`src/fbc_pkg.sv`:
```
package fbc_pkg;

    localparam int unsigned CoordW   = 32;
    localparam int unsigned EntryW   = 32;
    localparam int unsigned CfgW     = 64;
    localparam int unsigned CfgIdxW  = 3;
    localparam int unsigned ProdW    = 64;
    // Exact sum of four products and its negation.
    localparam int unsigned AccW     = 67;
    localparam int unsigned CodeW    = 6;
    localparam int unsigned QueueDepth = 2;

    localparam logic [1:0] VERDICT_REJECT = 2'd0;
    localparam logic [1:0] VERDICT_PARTIAL = 2'd1;
    localparam logic [1:0] VERDICT_INSIDE = 2'd2;

    localparam logic [CfgW-1:0] ONE_Q24 = 64'd16777216;
    localparam logic [CoordW-1:0] ONE_Q16 = 32'sd65536;

    // Configuration register indexes.
    localparam logic [CfgIdxW-1:0] REG_R0_C01 = 3'd0;
    localparam logic [CfgIdxW-1:0] REG_R0_C23 = 3'd1;
    localparam logic [CfgIdxW-1:0] REG_R1_C01 = 3'd2;
    localparam logic [CfgIdxW-1:0] REG_R1_C23 = 3'd3;
    localparam logic [CfgIdxW-1:0] REG_R2_C01 = 3'd4;
    localparam logic [CfgIdxW-1:0] REG_R2_C23 = 3'd5;
    localparam logic [CfgIdxW-1:0] REG_R3_C01 = 3'd6;
    localparam logic [CfgIdxW-1:0] REG_R3_C23 = 3'd7;

    // One box in flight: the six corner extremes and the eye-inside flag.
    typedef struct packed {
        logic              eye_in;
        logic signed [CoordW-1:0] min_x;
        logic signed [CoordW-1:0] min_y;
        logic signed [CoordW-1:0] min_z;
        logic signed [CoordW-1:0] max_x;
        logic signed [CoordW-1:0] max_y;
        logic signed [CoordW-1:0] max_z;
    } t_box;

    // Matrix held as 16 signed Q8.24 entries, [row][col].
    typedef logic signed [3:0][3:0][EntryW-1:0] t_matrix;

    typedef struct packed {
        logic [1:0]       verdict;
        logic [CodeW-1:0] or_code;
        logic [CodeW-1:0] and_code;
    } t_result;

endpackage

```
`src/fbc_front.sv`:
```
module fbc_front
    import fbc_pkg::*;
(
    input  logic                     i_clk,
    input  logic                     i_rst_n,
    input  logic                     i_valid,
    output logic                     o_ready,
    input  logic signed [CoordW-1:0] i_box_min_x,
    input  logic signed [CoordW-1:0] i_box_min_y,
    input  logic signed [CoordW-1:0] i_box_min_z,
    input  logic signed [CoordW-1:0] i_box_max_x,
    input  logic signed [CoordW-1:0] i_box_max_y,
    input  logic signed [CoordW-1:0] i_box_max_z,
    input  logic signed [CoordW-1:0] i_eye_x,
    input  logic signed [CoordW-1:0] i_eye_z,
    output logic                     o_valid,
    input  logic                     i_ready,
    output t_box                     o_box
);

    // Two-entry queue between the classifier and the corner engine.
    t_box                 r_q [QueueDepth];
    logic [QueueDepth-1:0] r_v;
    logic                 r_wp, r_rp;
    logic                 push, pop;
    t_box                 box;

    always_comb begin
        box.eye_in = (i_eye_x >= i_box_min_x) && (i_eye_x <= i_box_max_x) &&
                     (i_eye_z >= i_box_min_z) && (i_eye_z <= i_box_max_z);
        box.min_x = i_box_min_x;
        box.min_y = i_box_min_y;
        box.min_z = i_box_min_z;
        box.max_x = i_box_max_x;
        box.max_y = i_box_max_y;
        box.max_z = i_box_max_z;
    end

    assign o_ready = !r_v[r_wp];
    assign o_valid = r_v[r_rp];
    assign o_box   = r_q[r_rp];
    assign push    = i_valid && o_ready;
    assign pop     = o_valid && i_ready;

    always_ff @(posedge i_clk) begin
        if (push) begin
            r_q[r_wp] <= box;
        end
        if (!i_rst_n) begin
            r_v  <= '0;
            r_wp <= 1'b0;
            r_rp <= 1'b0;
        end else begin
            if (push) begin
                r_v[r_wp] <= 1'b1;
                r_wp      <= ~r_wp;
            end
            if (pop) begin
                r_v[r_rp] <= 1'b0;
                r_rp      <= ~r_rp;
            end
        end
    end

endmodule

```
`config.mk`:
```
export PLATFORM = sky130hd
export DESIGN_NAME = fbc_front
export DESIGN_NICKNAME = d
export VERILOG_FILES = /design/src/fbc_pkg.sv /design/src/fbc_front.sv
export SDC_FILE = /design/constraint.sdc
export NUM_CORES = 1
export LEC_CHECK = 0
export ABC_AREA = 0
export BUFFER_PORTS_ARGS = -buffer_cell sky130_fd_sc_hd__buf_2
export CORE_MARGIN = 3
export CORE_UTILIZATION = 50
export CTS_CLUSTER_DIAMETER = 60
export DETAILED_ROUTE_END_ITERATION = 10
export GPL_TIMING_DRIVEN = 0
export PLACE_DENSITY = 0.76
export SLEW_MARGIN = 20
export SYNTH_ARGS = -nofsm -noshare
export SYNTH_HDL_FRONTEND = slang
export SYNTH_SLANG_ARGS = --single-unit
export TNS_END_PERCENT = 20
```
`constraint.sdc`:
```
create_clock -name i_clk -period 44.1 [get_ports i_clk]
set_clock_uncertainty 0.05 [all_clocks]
set_input_delay 2.205 -clock i_clk [delete_from_list [all_inputs] [get_ports i_clk]]
set_output_delay 2.205 -clock i_clk [all_outputs]
set_load 0.005 [all_outputs]
```
==> results.txt, run 1 <==
fin. max-slew vios: 0
core footprint: 33,780 sq um
P_sw: 0.2070 mW
final setup fails: 0
crit path max-delay cell type: clkbuf_1
Global Route Usage Sum: 23.26%
Reg2Reg Depth: 7
DRT Pass-1 Iters: 5
# IOs: 455
synthesized cell area: 17,270 sq um
largest net degree at the start of global routing: 27
# fillers: 2,463
Tightest Pin Transition: 948.1 ps
Syn Area/Cell: 16.14 sq um
first-pass GRT wire length: 65,020 um
die area: 36,810 sq um
CTS tree: yes
Via Count: 10,940
Die Ht: 191.9 um
area grow syn2layout: 26.90%
Synth cell types: 39
initial DRC count: 550
layout cell share with drive strength beyond 1: 45.83%
syn nets: 1,458
Max VDD drop: 35.64 uV
Worst R2R End: r_q[0][79]
Bufs and invs on worst path: 3
final antenna-violating net count: 0
Fin. Hold Viols: 0
Initial Util: 51.13%
Seq cells post-synth: 391
Comb pwr share: 13.1%
CP required: 41,850 ps
detailed-route DRC error count: 0
RSZ-0062 raised after global routing: no
Synth top area share: 67.10%
Synth area leaders: edfxtp_1, mux2_2, ha_1
vias per std cell: 5.239
post-CTS sizing: 0
Pint: 0.6927 mW
CTS Root Cell: clkbuf_16
fmax: 190.7 MHz
GPL Wtd Cong: 0.8520
most frequent CP cell: clkbuf_1
setup TNS: 0 ps
DP HPWL: 34,210 um
crit-path max cell delay: 740 ps
crit-path leading delay family: buffers and inverters
status: finished, final reports clean
stages on the worst setup path: 4
worst-path fanout max: 10
H-tree depth: 2
total CTS buffers: 43
die width: 191.9 um
CTS max path bufs: 3
reg-to-reg critical path startpoint: r_wp
leakage power: 9.135 nW
Hold-fix buffers, CTS: 0
Synth area leader: edfxtp_1
Ys Warns: 0
fin nets: 1,990
sequential power share: 49.2%
max-cap violation count: 0
post-synthesis sequential area ratio: 67.68%
cells after synthesis: 1,070
part of the cycle the worst path needs: 11.89%
Worst Min Path Start: r_rp
Sink Count: 391
clk_lat worst skew: 530 ps
clock share of power: 37.7%
vias in the first global route: 11,830
initial antenna violation count: 16
pwr/cell area: 41.04 nW/um^2
routed wire length: 44,040 um
worst reg2reg setup slack: 41,640 ps
kind of critical path: register to output pin
wire per inst: 21.08 um
PortBufs: 454
fin crit period: 5243 ps
Arrival @ worst endpoint: 2990 ps
Rel. slew slack: 36.79%
CP cell instances: clkbuf_1, clkbuf_1, mux2_2, buf_2
GRT Residual Overflow: 0
CP Capture Point: o_box[101]
Post-CTS Setup Inserts: 0
critical path endpoint category: output pin
crit start category: register
clock slew at reported path FFs: 60 ps
HP Class: register to register
sw frac: 23.01%
Finished Core Util: 64.89%
# rows: 67
[cells in the final DEF, fill, tap and decap left out, types with 9 or more instances in the layout]
cell / synthesis / routed
clkbuf_1: 19 / 28
clkbuf_16: 0 / 43
nand2_1: 21 / 21
o21ai_0: 14 / 14
mux2_2: 194 / 194
edfxtp_1: 386 / 386
nor2_1: 11 / 10
diode_2: 0 / 9
inv_1: 128 / 128
a21oi_1: 48 / 48
a21o_1: 18 / 18
nand4_1: 25 / 25
buf_4: 0 / 16
buf_2: 0 / 454
nand3_1: 14 / 14
ha_1: 128 / 128
[power by group through the flow]
| stage | registers [mW] | logic (mW) | clock network [mW] |
|---|---|---|---|
| floorplan | 0.460 | 0.0571 | 0 |
| global placement | 0.467 | 0.107 | 0 |
| detailed placement | 0.450 | 0.118 | 0 |
| CTS | 0.443 | 0.119 | 0.347 |
| global route | 0.444 | 0.130 | 0.362 |
| finish | 0.443 | 0.118 | 0.340 |
[worst register-to-register path, stage by stage, from the launching register on]
cell and delay, ps:
dfxtp_1 350, nor3b_2 630, buf_6 240, buf_6 150, buf_6 140, buf_4 200, buf_4 230, buf_4 180
[Yosys cell counts (all sizes together)]
cell type and count:
a2111oi 1, a211oi 5, a21boi 4, a21o 18
a21oi 48, a221o 1, a221oi 3, a311oi 3
and2 1, and4 4, buf 2, clkbuf 19
dfxtp 5, edfxtp 386, ha 128, inv 128
mux2 194, mux2i 3, nand2 21, nand2b 3
nand3 14, nand4 26, nor2 11, nor2b 4
nor3 6, nor3b 1, nor4 4, o2111ai 3
o211ai 3, o21ai 15, o221ai 1, o41ai 2
or3 1, or4 1, or4b 1
[metrics by stage]
step	power (mW)	cell area [sq um]	setup slack, ps	hold WS [ps]	cells
finish	0.8997	21920	38860	518.2	2089
global route	0.9362	21910	38610	549.0	2086
CTS	0.9086	21900	38650	512.1	2080
detailed placement	0.5681	20550	39170	503.5	2005
global placement	0.5737	20110	18880	465.6	1972
floorplan	0.5166	17270	26970	455.6	1070
[registers in the layout, summed over array words and instances, names as in the netlist, named ones only]
register,cells
r_rp,1
r_wp,1
r_v,2
r_q,386
[final cells by class]
| type | count | area, sq um | area share, % |
|---|---|---|---|
| Inverter | 128 | 480.5 | 2.192 |
| Tap cell | 448 | 560.5 | 2.557 |
| Multi-Input combinational cell | 530 | 5036 | 22.97 |
| Clock buffer | 57 | 1179 | 5.377 |
| Timing Repair Buffer | 487 | 2708 | 12.35 |
| Buffer | 21 | 78.83 | 0.3596 |
| Sequential cell | 391 | 11690 | 53.33 |
| Clock inverter | 18 | 165.2 | 0.7534 |
| Antenna cell | 9 | 22.52 | 0.1027 |
[worst min path at each step]
stage               endpoint  slack [ps]  cells past startpoint
floorplan               r_wp         460                      2
detailed placement      r_rp         500                      1
finish                  r_rp         520                      1
global route          r_v[0]         550                      2
CTS                     r_rp         510                      1
global placement        r_wp         470                      2
[kinds of logic after synthesis]
group | synth area share (%)
AOI/OAI and AO/OA | 3.882
adders and majority gates | 9.271
buffers and inverters | 3.238
DFF | 67.68
muxes | 12.82
and+or+nand+nor | 3.107
[layer usage]
layer | track usage (%) | share of wire [%] | up-vias
met4 | 7.790 | 3.2 | 18
met3 | 9.199 | 11 | 107
li1 | - | - | 5176
met2 | 41.00 | 50 | 420
met5 | 0 | 0.26 | -
met1 | 25.62 | 36 | 5223
Power figures use the tool's default switching activity.
==> run 2, diff against run 1 <==
- CORE_UTILIZATION: 50 -> 48
- PLACE_DENSITY: 0.76 -> 0.77
- clock period: 44.1 -> 4.3 ns (I/O delays scaled with it)
==> results.txt, run 2 (synthesized netlist as in run 1, its figures left out) <==
largest net degree at the start of global routing: 27 (unchanged)
die width: 195.7 um (was 191.9 um)
post-CTS sizing: 0 (unchanged)
max-cap violation count: 0 (unchanged)
DRT Pass-1 Iters: 5 (unchanged)
reg-to-reg critical path startpoint: r_wp (unchanged)
Sink Count: 391 (unchanged)
Die Ht: 195.7 um (was 191.9 um)
worst reg2reg setup slack: 1740 ps (was 41,640 ps)
CP required: 4030 ps (was 41,850 ps)
routed wire length: 49,340 um (was 44,040 um)
first-pass GRT wire length: 74,970 um (was 65,020 um)
Tightest Pin Transition: 981.9 ps (was 948.1 ps)
Design Area, Final: 23,760 sq um (was 21,920 sq um)
critical path endpoint category: output pin (unchanged)
wire per inst: 21.66 um (was 21.08 um)
Placed Area: 20,500 sq um (was 20,550 sq um)
vias per std cell: 5.289 (was 5.239)
Multi-input gate area: 5042 sq um (was 5036 sq um)
pre-CTS setup slack: 1486 ps (was 39,170 ps)
Fin. Hold Viols: 0 (unchanged)
Arrival @ worst endpoint: 2940 ps (was 2990 ps)
final setup fails: 0 (unchanged)
vias in the first global route: 13,120 (was 11,830)
HP Class: primary input to register (was register to register)
core footprint: 34,970 sq um (was 33,780 sq um)
CP cell instances: clkbuf_1, clkbuf_1, mux2_2, buf_2 (unchanged)
fin crit period: 3200 ps
GRT Residual Overflow: 0 (unchanged)
DP HPWL: 34,560 um (was 34,210 um)
worst-path fanout max: 10 (unchanged)
# rows: 68 (was 67)
area grow syn2layout: 37.55% (was 26.90%)
clk_lat worst skew: 550 ps (was 530 ps)
fin worst setup slack: 1100 ps (was 38,860 ps)
detailed-route DRC error count: 0 (unchanged)
layout cell share with drive strength beyond 1: 40.39% (was 45.83%)
CP Capture Point: o_box[23] (was o_box[101])
stages on the worst setup path: 4 (unchanged)
commonest non-fill, non-tap cell in the layout: buf_2 (unchanged)
PortBufs: 454 (unchanged)
Initial Util: 49.40% (was 51.13%)
initial DRC count: 556 (was 550)
H-tree depth: 2 (unchanged)
crit-path max cell delay: 740 ps (about the same)
placed cell count: 2,002 (was 2,005)
final antenna-violating net count: 0 (unchanged)
Global Route Usage Sum: 25.36% (was 23.26%)
pwr/cell area: 394.1 nW/um^2 (was 41.04 nW/um^2)
CTS tree: yes (unchanged)
fin nets: 2,174 (was 1,990)
CTS Root Cell: clkbuf_16 (unchanged)
sequential cell area: 11,690 sq um (about the same)
part of the cycle the worst path needs: 74.42%
# IOs: 455 (unchanged)
Top Registers: r_q x386, r_v x2 (unchanged)
Rel. slew slack: 34.54% (was 36.79%)
most frequent CP cell: clkbuf_1 (unchanged)
leakage power: 9.870 nW (was 9.135 nW)
PnR Total Power: 9.363 mW (was 0.8997 mW)
initial antenna violation count: 7 (was 16)
die area: 38,300 sq um (was 36,810 sq um)
kind of critical path: register to output pin (unchanged)
clock slew at reported path FFs: 60 ps (about the same)
Worst R2R End: r_q[1][89] (was r_q[0][79])
# fillers: 2,317 (was 2,463)
total CTS buffers: 42 (was 43)
CTS max path bufs: 3 (unchanged)
Reg with most FFs: r_q (unchanged)
fmax: 312.5 MHz
crit-path leading delay family: buffers and inverters (unchanged)
setup TNS: 0 ps (unchanged)
max reg flops: 386 (unchanged)
fin. max-slew vios: 0 (unchanged)
most frequent cells in the layout: buf_2, edfxtp_1, dlygate4sd3_1, mux2_2 (was buf_2, edfxtp_1, mux2_2, inv_1, ha_1)
status: finished, final reports clean (unchanged)
GPL Wtd Cong: 0.8653 (was 0.8520)
RSZ-0062 raised after global routing: no (unchanged)
Bufs and invs on worst path: 3 (unchanged)
crit start category: register (unchanged)
Reg2Reg Depth: 7 (unchanged)
Via Count: 12,050 (was 10,940)
crit path max-delay cell type: clkbuf_1 (unchanged)
Finished Layout Cells: 2,278 (was 2,089)
Max VDD drop: 387.6 uV (was 35.64 uV)
## run 2: stage by stage
step           hold WS [ps]  utilization, %
6_report              117.4           67.95
5_1_grt               101.1           67.93
4_1_cts               97.64           67.89
3_5_place_dp          356.4           58.63
3_3_place_gp          352.5           57.59
2_1_floorplan         263.9               -
## run 2: routing by layer
metal | GRT usage (%) | wire [um] | vias up
met5 | 0 | 18 | -
met1 | 28.98 | 17960 | 5873
li1 | - | - | 5539
met2 | 44.98 | 25060 | 530
met3 | 7.316 | 4430 | 105
met4 | 9.982 | 1863 | 2
## run 2: power breakdown
| group | switching [mW] | internal, mW |
|---|---|---|
| sequential | 0.0651 | 4.48 |
| clock | 1.45 | 1.99 |
| combinational | 0.702 | 0.680 |
## run 2: area by class of cell
cell class | count | area share [%]
repair buffers | 672 | 19.32
clock buffers | 55 | 4.629
clock inverters | 18 | 0.7794
inverters | 128 | 2.022
well taps | 455 | 2.396
multi-input cells | 530 | 21.22
diodes | 8 | 0.08425
flip-flops and latches | 391 | 49.22
plain buffers | 21 | 0.3318
## run 2: worst min-delay path by stage
stage | from | to | slack (ps) | cells past startpoint
2_1_floorplan | i_box_max_z[0] | r_q[0][0] | 260 | 0
3_3_place_gp | i_box_min_y[7] | r_q[0][135] | 350 | 1
3_5_place_dp | i_box_min_y[23] | r_q[0][151] | 360 | 1
4_1_cts | i_valid | r_q[0][45] | 100 | 2
5_1_grt | i_valid | r_q[0][49] | 100 | 2
6_report | i_valid | r_q[0][45] | 120 | 2
## run 2: what timing repair did
| action | in CTS | in global routing |
|---|---|---|
| buffers inserted | 0 | 0 |
| hold buffers | 195 | 0 |
| endpoints found under the hold margin | 389 | 0 |
